### src/hw/rtl/eaa_pkg.sv
// ----------------------------------------------------------------------------
// eaa_pkg
// Types and constants of the encoder acceleration accumulator: request and
// event layouts, request and event codes, register indexes and reset values.
// ----------------------------------------------------------------------------
package eaa_pkg;

  localparam int ENC_W      = 3;
  localparam int MAX_ENC    = 2 ** ENC_W;
  localparam int VALUE_W    = 14;
  localparam int POS_W      = 32;
  localparam int TIME_W     = 32;
  localparam int GAIN_W     = 8;
  localparam int THRESH_W   = 16;
  localparam int PROD_W     = POS_W + GAIN_W;
  localparam int CFG_IDX_W  = 3;
  localparam int CFG_DATA_W = 16;

  localparam logic [VALUE_W-1:0] VALUE_MAX = 14'd16383;

  localparam logic [1:0] REQ_TICK       = 2'd0;
  localparam logic [1:0] REQ_SAMPLE     = 2'd1;
  localparam logic [1:0] REQ_HOST_WRITE = 2'd2;
  localparam logic [1:0] REQ_SEED       = 2'd3;

  localparam logic EVT_VALUE  = 1'b0;
  localparam logic EVT_BUTTON = 1'b1;

  localparam logic [CFG_IDX_W-1:0] REG_TICK_MS      = 3'd0;
  localparam logic [CFG_IDX_W-1:0] REG_SLOW_THRESH  = 3'd1;
  localparam logic [CFG_IDX_W-1:0] REG_MID_THRESH   = 3'd2;
  localparam logic [CFG_IDX_W-1:0] REG_FAST_THRESH  = 3'd3;
  localparam logic [CFG_IDX_W-1:0] REG_GAIN_SLOW    = 3'd4;
  localparam logic [CFG_IDX_W-1:0] REG_GAIN_MID     = 3'd5;
  localparam logic [CFG_IDX_W-1:0] REG_GAIN_FAST    = 3'd6;
  localparam logic [CFG_IDX_W-1:0] REG_GAIN_FASTEST = 3'd7;

  localparam logic [GAIN_W-1:0]   RST_TICK_MS      = 8'd10;
  localparam logic [THRESH_W-1:0] RST_SLOW_THRESH  = 16'd120;
  localparam logic [THRESH_W-1:0] RST_MID_THRESH   = 16'd60;
  localparam logic [THRESH_W-1:0] RST_FAST_THRESH  = 16'd30;
  localparam logic [GAIN_W-1:0]   RST_GAIN_SLOW    = 8'd2;
  localparam logic [GAIN_W-1:0]   RST_GAIN_MID     = 8'd32;
  localparam logic [GAIN_W-1:0]   RST_GAIN_FAST    = 8'd64;
  localparam logic [GAIN_W-1:0]   RST_GAIN_FASTEST = 8'd128;

  typedef struct packed {
    logic [1:0]              req_type;
    logic [ENC_W-1:0]        encoder_index;
    logic signed [POS_W-1:0] raw_position;
    logic                    switch_level;
    logic [VALUE_W-1:0]      host_value;
  } req_item_t;

  typedef struct packed {
    logic               event_kind;
    logic [ENC_W-1:0]   event_encoder;
    logic [VALUE_W-1:0] new_value;
    logic               button_pressed;
    logic               last_event;
  } evt_item_t;

endpackage

### src/hw/rtl/encoder_accel_accumulator.sv
// ----------------------------------------------------------------------------
// encoder_accel_accumulator
// Per-encoder 14-bit value with velocity-dependent gain, button edge events
// and a saturating millisecond clock.
// ----------------------------------------------------------------------------
// A request is taken into an input register and fully processed from there:
// the channel state is read, updated and its events are written into a
// two-entry event queue, so one request per cycle is accepted while the
// request side is not stalled. A request raising both a value and a button
// event needs two queue slots and holds the input register until they are
// free; the queue drains one event per cycle while evt_stall is low. The
// first event of a request is offered from the event queue register, which
// follows the input register. A stalled event queue stalls the request side.
// Only channels below NUM_CHANNELS (and below eight) exist; requests to other
// channels are dropped.
module encoder_accel_accumulator #(
  parameter int NUM_CHANNELS = 8
) (
  input  logic                               clk,
  input  logic                               rst,
  input  logic                               req_valid,
  output logic                               req_stall,
  input  eaa_pkg::req_item_t                 req_data,
  output logic                               evt_valid,
  input  logic                               evt_stall,
  output eaa_pkg::evt_item_t                 evt_data,
  input  logic                               cfg_write,
  input  logic [eaa_pkg::CFG_IDX_W-1:0]      cfg_index,
  input  logic [eaa_pkg::CFG_DATA_W-1:0]     cfg_data
);

  localparam int DEPTH = (NUM_CHANNELS < eaa_pkg::MAX_ENC) ? NUM_CHANNELS : eaa_pkg::MAX_ENC;
  localparam int IDX_W = (DEPTH > 1) ? $clog2(DEPTH) : 1;

  // configuration
  logic [eaa_pkg::GAIN_W-1:0]   tick_ms;
  logic [eaa_pkg::THRESH_W-1:0] slow_thresh;
  logic [eaa_pkg::THRESH_W-1:0] mid_thresh;
  logic [eaa_pkg::THRESH_W-1:0] fast_thresh;
  logic [eaa_pkg::GAIN_W-1:0]   gain_slow;
  logic [eaa_pkg::GAIN_W-1:0]   gain_mid;
  logic [eaa_pkg::GAIN_W-1:0]   gain_fast;
  logic [eaa_pkg::GAIN_W-1:0]   gain_fastest;

  // channel state
  logic [eaa_pkg::POS_W-1:0]   last_raw       [DEPTH];
  logic [eaa_pkg::TIME_W-1:0]  last_move_time [DEPTH];
  logic [eaa_pkg::VALUE_W-1:0] accum_value    [DEPTH];
  logic                        echo_guard     [DEPTH];
  logic                        button_state   [DEPTH];
  logic [eaa_pkg::TIME_W-1:0]  clock_ms;

  // input register
  logic               req_full;
  eaa_pkg::req_item_t req_r;

  // event queue
  eaa_pkg::evt_item_t evq [2];
  logic [1:0]         ev_count;

  logic                          accept;
  logic                          fire;
  logic                          pop;
  logic [1:0]                    cnt_rem;
  logic [1:0]                    nres;
  logic [IDX_W-1:0]              ch;
  logic                          ch_ok;
  logic                          is_tick;
  logic                          is_sample;
  logic                          is_host;
  logic                          is_seed;
  logic [eaa_pkg::POS_W-1:0]     raw_u;
  logic [eaa_pkg::POS_W-1:0]     delta;
  logic                          moved;
  logic                          neg;
  logic [eaa_pkg::POS_W-1:0]     mag;
  logic [eaa_pkg::TIME_W-1:0]    dt;
  logic [eaa_pkg::GAIN_W-1:0]    gain;
  logic [eaa_pkg::PROD_W-1:0]    prod;
  logic [eaa_pkg::VALUE_W-1:0]   oldv;
  logic [eaa_pkg::VALUE_W-1:0]   headroom;
  logic [eaa_pkg::VALUE_W-1:0]   newv;
  logic                          pressed;
  logic                          guarded;
  logic                          do_move;
  logic                          val_evt;
  logic                          btn_evt;
  logic [eaa_pkg::TIME_W:0]      clock_sum;
  logic [eaa_pkg::TIME_W-1:0]    clock_ms_next;
  eaa_pkg::evt_item_t            res0;
  eaa_pkg::evt_item_t            res1;
  eaa_pkg::evt_item_t            evq_next [2];
  logic [1:0]                    ev_count_next;

  // request decode and channel arithmetic
  always_comb begin
    ch        = req_r.encoder_index[IDX_W-1:0];
    ch_ok     = (32'(req_r.encoder_index) < 32'(NUM_CHANNELS));
    is_tick   = (req_r.req_type == eaa_pkg::REQ_TICK);
    is_sample = (req_r.req_type == eaa_pkg::REQ_SAMPLE) && ch_ok;
    is_host   = (req_r.req_type == eaa_pkg::REQ_HOST_WRITE) && ch_ok;
    is_seed   = (req_r.req_type == eaa_pkg::REQ_SEED) && ch_ok;

    raw_u = req_r.raw_position;
    delta = raw_u - last_raw[ch];
    moved = (delta != '0);
    neg   = delta[eaa_pkg::POS_W-1];
    mag   = neg ? (~delta + 1'b1) : delta;
    dt    = clock_ms - last_move_time[ch];

    if (dt >= eaa_pkg::TIME_W'(slow_thresh)) begin
      gain = gain_slow;
    end else if (dt >= eaa_pkg::TIME_W'(mid_thresh)) begin
      gain = gain_mid;
    end else if (dt >= eaa_pkg::TIME_W'(fast_thresh)) begin
      gain = gain_fast;
    end else begin
      gain = gain_fastest;
    end

    prod     = eaa_pkg::PROD_W'(mag) * eaa_pkg::PROD_W'(gain);
    oldv     = accum_value[ch];
    headroom = eaa_pkg::VALUE_MAX - oldv;
    if (neg) begin
      newv = (prod >= eaa_pkg::PROD_W'(oldv)) ? '0 : oldv - prod[eaa_pkg::VALUE_W-1:0];
    end else begin
      newv = (prod >= eaa_pkg::PROD_W'(headroom)) ? eaa_pkg::VALUE_MAX
                                                  : oldv + prod[eaa_pkg::VALUE_W-1:0];
    end

    pressed = ~req_r.switch_level;
    guarded = is_sample && moved && echo_guard[ch];
    do_move = is_sample && moved && !echo_guard[ch];
    val_evt = do_move && (newv != oldv);
    btn_evt = is_sample && !guarded && (pressed != button_state[ch]);
    nres    = {1'b0, val_evt} + {1'b0, btn_evt};

    clock_sum     = {1'b0, clock_ms} + (eaa_pkg::TIME_W + 1)'(tick_ms);
    clock_ms_next = clock_sum[eaa_pkg::TIME_W] ? '1 : clock_sum[eaa_pkg::TIME_W-1:0];
  end

  // event formatting
  always_comb begin
    res0 = '0;
    res1 = '0;
    if (val_evt) begin
      res0.event_kind    = eaa_pkg::EVT_VALUE;
      res0.event_encoder = req_r.encoder_index;
      res0.new_value     = newv;
      res0.last_event    = !btn_evt;
      res1.event_kind     = eaa_pkg::EVT_BUTTON;
      res1.event_encoder  = req_r.encoder_index;
      res1.button_pressed = pressed;
      res1.last_event     = 1'b1;
    end else begin
      res0.event_kind     = eaa_pkg::EVT_BUTTON;
      res0.event_encoder  = req_r.encoder_index;
      res0.button_pressed = pressed;
      res0.last_event     = 1'b1;
    end
  end

  // handshake and queue
  always_comb begin
    pop       = (ev_count != 2'd0) && !evt_stall;
    cnt_rem   = ev_count - {1'b0, pop};
    fire      = req_full && ((3'(cnt_rem) + 3'(nres)) <= 3'd2);
    req_stall = req_full && !fire;
    accept    = req_valid && !req_stall;

    evq_next[0] = pop ? evq[1] : evq[0];
    evq_next[1] = evq[1];
    if (fire) begin
      case (cnt_rem)
        2'd0: begin
          evq_next[0] = res0;
          evq_next[1] = res1;
        end
        2'd1: begin
          evq_next[1] = res0;
        end
        default: begin
        end
      endcase
    end
    ev_count_next = cnt_rem + (fire ? nres : 2'd0);
  end

  assign evt_valid = (ev_count != 2'd0);
  assign evt_data  = evq[0];

  always_ff @(posedge clk) begin
    if (rst) begin
      tick_ms      <= eaa_pkg::RST_TICK_MS;
      slow_thresh  <= eaa_pkg::RST_SLOW_THRESH;
      mid_thresh   <= eaa_pkg::RST_MID_THRESH;
      fast_thresh  <= eaa_pkg::RST_FAST_THRESH;
      gain_slow    <= eaa_pkg::RST_GAIN_SLOW;
      gain_mid     <= eaa_pkg::RST_GAIN_MID;
      gain_fast    <= eaa_pkg::RST_GAIN_FAST;
      gain_fastest <= eaa_pkg::RST_GAIN_FASTEST;
    end else if (cfg_write) begin
      case (cfg_index)
        eaa_pkg::REG_TICK_MS:      tick_ms      <= cfg_data[eaa_pkg::GAIN_W-1:0];
        eaa_pkg::REG_SLOW_THRESH:  slow_thresh  <= cfg_data[eaa_pkg::THRESH_W-1:0];
        eaa_pkg::REG_MID_THRESH:   mid_thresh   <= cfg_data[eaa_pkg::THRESH_W-1:0];
        eaa_pkg::REG_FAST_THRESH:  fast_thresh  <= cfg_data[eaa_pkg::THRESH_W-1:0];
        eaa_pkg::REG_GAIN_SLOW:    gain_slow    <= cfg_data[eaa_pkg::GAIN_W-1:0];
        eaa_pkg::REG_GAIN_MID:     gain_mid     <= cfg_data[eaa_pkg::GAIN_W-1:0];
        eaa_pkg::REG_GAIN_FAST:    gain_fast    <= cfg_data[eaa_pkg::GAIN_W-1:0];
        eaa_pkg::REG_GAIN_FASTEST: gain_fastest <= cfg_data[eaa_pkg::GAIN_W-1:0];
        default: begin
        end
      endcase
    end
  end

  always_ff @(posedge clk) begin
    if (rst) begin
      clock_ms <= '0;
      for (int i = 0; i < DEPTH; i++) begin
        last_raw[i]       <= '0;
        last_move_time[i] <= '0;
        accum_value[i]    <= '0;
        echo_guard[i]     <= 1'b0;
        button_state[i]   <= 1'b0;
      end
    end else if (fire) begin
      if (is_tick) begin
        clock_ms <= clock_ms_next;
      end
      if (is_sample || is_host || is_seed) begin
        last_raw[ch] <= raw_u;
      end
      if (is_host) begin
        accum_value[ch] <= req_r.host_value;
        echo_guard[ch]  <= 1'b1;
      end
      if (is_seed) begin
        accum_value[ch] <= '0;
      end
      if (guarded) begin
        echo_guard[ch] <= 1'b0;
      end
      if (do_move) begin
        last_move_time[ch] <= clock_ms;
        accum_value[ch]    <= newv;
      end
      if (btn_evt) begin
        button_state[ch] <= pressed;
      end
    end
  end

  always_ff @(posedge clk) begin
    if (rst) begin
      req_full <= 1'b0;
      ev_count <= 2'd0;
    end else begin
      req_full <= accept || (req_full && !fire);
      ev_count <= ev_count_next;
    end
  end

  always_ff @(posedge clk) begin
    if (accept) begin
      req_r <= req_data;
    end
    evq[0] <= evq_next[0];
    evq[1] <= evq_next[1];
  end

  a_queue_bound: assert property (@(posedge clk) disable iff (rst)
    ev_count <= 2'd2)
    else $error("event queue over capacity");

  a_pair_follows: assert property (@(posedge clk) disable iff (rst)
    (evt_valid && !evt_stall && !evt_data.last_event) |=> evt_valid)
    else $error("second event of a request missing");

  a_clock_monotone: assert property (@(posedge clk) disable iff (rst)
    !$past(rst) |-> (clock_ms >= $past(clock_ms)))
    else $error("millisecond clock went backwards");

endmodule
### config.mk
export PLATFORM = sky130hd
export DESIGN_NAME = encoder_accel_accumulator
export DESIGN_NICKNAME = d
export VERILOG_FILES = /design/src/hw/rtl/eaa_pkg.sv /design/src/hw/rtl/encoder_accel_accumulator.sv
export SDC_FILE = /design/constraint.sdc
export NUM_CORES = 2
export LEC_CHECK = 0
export BUFFER_PORTS_ARGS = -buffer_cell sky130_fd_sc_hd__buf_2
export CAP_MARGIN = 20
export CORE_AREA = 2 2 218 382
export CTS_BUF_LIST = sky130_fd_sc_hd__clkbuf_2 sky130_fd_sc_hd__clkbuf_4 sky130_fd_sc_hd__clkbuf_8
export DETAILED_ROUTE_END_ITERATION = 7
export DIE_AREA = 0 0 220 384
export PLACE_DENSITY = 0.83
export SYNTH_ARGS = -nofsm -noshare
export SYNTH_HDL_FRONTEND = slang
export SYNTH_SLANG_ARGS = --single-unit
### constraint.sdc
create_clock -name clk -period 29.7 [get_ports clk]
set_clock_uncertainty 0.15 [all_clocks]
set_input_delay 8.91 -clock clk [delete_from_list [all_inputs] [get_ports clk]]
set_output_delay 8.91 -clock clk [all_outputs]
set_load 0.02 [all_outputs]
==> flow_metrics.tcl <==
set metrics [dict create \
    hold_viol 0 \
    p_sw_uw 2170 \
    worst_skew_pair.late_latency_ns 0.84 \
    synth_top_area_share_pct 40.1 \
    yosysUniqueCellTypes 92 \
    switching_share_pct 44.3 \
    cts-htree-levels 3 \
    rsz0062_at_grt "false" \
    layout_common_cells "712 x edfxtp_1, 500 x and2_1, 471 x nor2_1" \
    p_leak_uw 0.0231 \
    startpoint_type "flop" \
    p_int_uw 2730 \
    hold_depth 2 \
    yosys.area_share.simple_pct 17.4 \
    run_status "completed" \
    cpPeakStageDelay_ns 0.97 \
    die-area_um2 84500 \
    setup-violations-final 0 \
    drive_gt1_share_pct 13.5 \
    yosysTopAreaCell "edfxtp_1" \
    first_global_vias 39763 \
    synthAdderAreaFrac_pct 12.4 \
    drcViolationCount 0 \
    yosys_warnings 0 \
    synth_seq_area_share_pct 45.6 \
    synth-xor-area-share_pct 2.28 \
    reg2regPathDepth 63 \
    synthCells 4799 \
    cts_sinks 858 \
    p_per_area_nw_per_um2 85.7 \
    netlist_top_cells_area "edfxtp_1 40%, fa_1 7.0%, mux4_2 6.8%, and2_1 5.9%, dfxtp_1 5.5%" \
    routabilityCongestion 0.976 \
    die_x_um 220 \
    ir_worst_vdd_mv 0.116 \
    core_um2 81400 \
    hp-class "reg2reg" \
    grt.met3_usage_pct 6.31 \
    multi_input_area_um2 26800 \
    grt_max_degree 93 \
    dieHeight_um 384 \
    wl_per_cell_um 24.9 \
    use_met2_pct 62.1 \
    critical_path_class "reg2out" \
    synth_compound_area_share_pct 8.70 \
    synth_edf_count 712 \
    muxShareOfSynthArea_pct 9.07 \
    clockRootBuffer "clkbuf_8" \
    synthFlopType "edfxtp_1" \
    cts_setup_buffers 0 \
    final_common_cell "edfxtp_1" \
    routed_via_density 6.49 \
    top_usage_layer "met2" \
    synth_area_um2 53300 \
    power_frac_seq_pct 29.1 \
    cts_tree "done" \
    rows 139 \
    tightest_slew_ns 1.14 \
    hold_buffers 0 \
    start_util_pct 65.5 \
    cp_data_required_time_ns 20.64 \
    synth_top_family_by_area "simple AND/OR/NAND/NOR gates" \
    io_buffers 97 \
    cts_buffers 116 \
    ant_nets 0 \
    utilization_pct 70.2 \
    postSynthAreaPerCell_um2 11.1 \
    fill_cells 5657 \
    ctsLongestPathBuffers 3 \
    drt_iter0_drc 4110 \
    area_delta_synth_final_pct 7.21 \
    path_common_cell "ha_1" \
    slowest_stage "and4b_1" \
    clockPowerShare_pct 20.4 \
    syn-num-nets 5290 \
    clk_pin_slew_worst_paths_ns 0.07 \
    dr.pass1.iters 6 \
    nets 5264 \
    wirelength_mm 148 \
    cp_data_arrival_time_ns 19.18 \
    grt_pass1_wl_mm 225 \
    slew_viol_final 0 \
    antenna_found_initial 2 \
    worst_setup_path_end_kind "output pin" \
    post-dp-hpwl_mm 101 \
    cp_max_fo 50 \
    grt_overflow_total 0 \
    place_inst 5707 \
    grtUsageTotal_pct 35.5 \
    finalSetupTns_ns 0 \
    drv_cap 0 \
    finalPower_uw 4900 \
    regArea_um2 24300 \
    gr-usage-met1_pct 39.0 \
    ys_seq_elements 858 \
    power_frac_comb_pct 50.6 \
    synth-async-reset-ratio_pct 0 \
    cts-resized-gates 0 \
    stdcell_count 5932 \
    clock.fmax_mhz 35.4 \
    vias 38474 \
    num_io_pins 98 \
    period_share_pct 95.1 \
    max_slew_margin_pct 24.3 \
    fin_crit_ns 28.24 \
    holdWs_ns 0.305 \
]
## synthesized netlist by cell type, drive strengths merged, types with 10 or more instances
cell     count
xnor2       71
and3        27
o32ai       10
or4         15
a211oi      21
o31ai       14
mux2i      105
o21a        36
nor4        31
clkbuf     225
nand2b      55
or3         19
o21ai      101
inv        321
mux4       160
o2111ai     17
edfxtp     712
nor3       107
xor2        68
o21bai      33
o211ai      21
nand3b      26
mux2        16
a21oi      231
nor2       488
and2       500
a31oi       33
nand4       39
a211o       13
ha         229
a21o        85
buf         65
nor2b       37
nand2      293
or2         58
dfxtp      146
nand3       57
fa         186
## power by group through the flow
stage                     logic, uW  registers (uW)  clock network (uW)
after floorplan                1780            1420                   0
after global placement         2380            1450                   0
after detailed placement       2410            1450                   0
after CTS                      2420            1420                1000
after global routing           2690            1430                1040
final                          2480            1420                 997
## cells by family after synthesis
kind of cell | count (synthesis)
AOI/OAI and AO/OA | 702
xor gates and xnor gates | 139
adders and majority gates | 415
buffers and inverters | 615
DFF | 858
muxes | 281
and+or+nand+nor | 1789
## per-stage QoR
| stage | setup WS (ns) | area, um2 |
|---|---|---|
| floorplan | 4.28 | 53300 |
| global placement | 3.36 | 54500 |
| detailed placement | 2.93 | 54500 |
| CTS | 2.00 | 57100 |
| global route | 0.319 | 57200 |
| finish | 1.46 | 57200 |
## state kept, by name, indices dropped and copies added, names as in the netlist, named ones only
| signal | count |
|---|---|
| accum_value | 112 |
| ch | 3 |
| button_state | 8 |
| gain_mid | 8 |
| clock_ms | 32 |
| req_r | 17 |
| gain_fast | 8 |
| last_raw | 256 |
| gain_fastest | 8 |
| raw_u | 32 |
| gain_slow | 8 |
| mid_thresh | 16 |
| ev_count | 2 |
| slow_thresh | 16 |
| tick_ms | 8 |
| last_move_time | 256 |
| req_full | 1 |
| evq | 40 |
| echo_guard | 8 |
| fast_thresh | 16 |
## worst max-delay path: cells and delay by family (launching register included)
family,cells,cell delay [ns]
XOR/XNOR,3,0.58
adder cells (fa/ha/maj),11,4.56
AO/OA/AOI/OAI,22,5.21
multiplexers,3,1.51
buffers and inverters,6,1.27
flip-flops,1,0.88
AND/OR/NAND/NOR,12,4.25
## metal layers
metal / vias up / share of wire, %
met2: 2055 / 52
li1: 16923 / -
met1: 18923 / 33
met5: - / 0
met4: 0 / 7.3
met3: 573 / 7.9
## final timing paths
kind                                              startpoint                                   to  slack, ns
worst max register to register                          flop  last_move_time[2][26]$_SDFFCE_PN0P_       7.81
worst min register to register  gain_fastest[5]$_SDFFE_PP0P_         gain_fastest[5]$_SDFFE_PP0P_       0.30
worst min-delay path            gain_fastest[5]$_SDFFE_PP0P_         gain_fastest[5]$_SDFFE_PP0P_       0.30
worst max-delay path                                    flop                            req_stall       1.46
## layout make-up
class / instances / area share, %
clock buffer: 165 / 3.61
clock inverter: 53 / 0.952
antenna: 2 / 0.00875
timing repair buffer: 146 / 1.61
sequential: 858 / 42.5
multi-input combinational: 3326 / 46.8
tap: 1057 / 2.31
inverter: 325 / 2.13
Power figures use the tool's default switching activity.
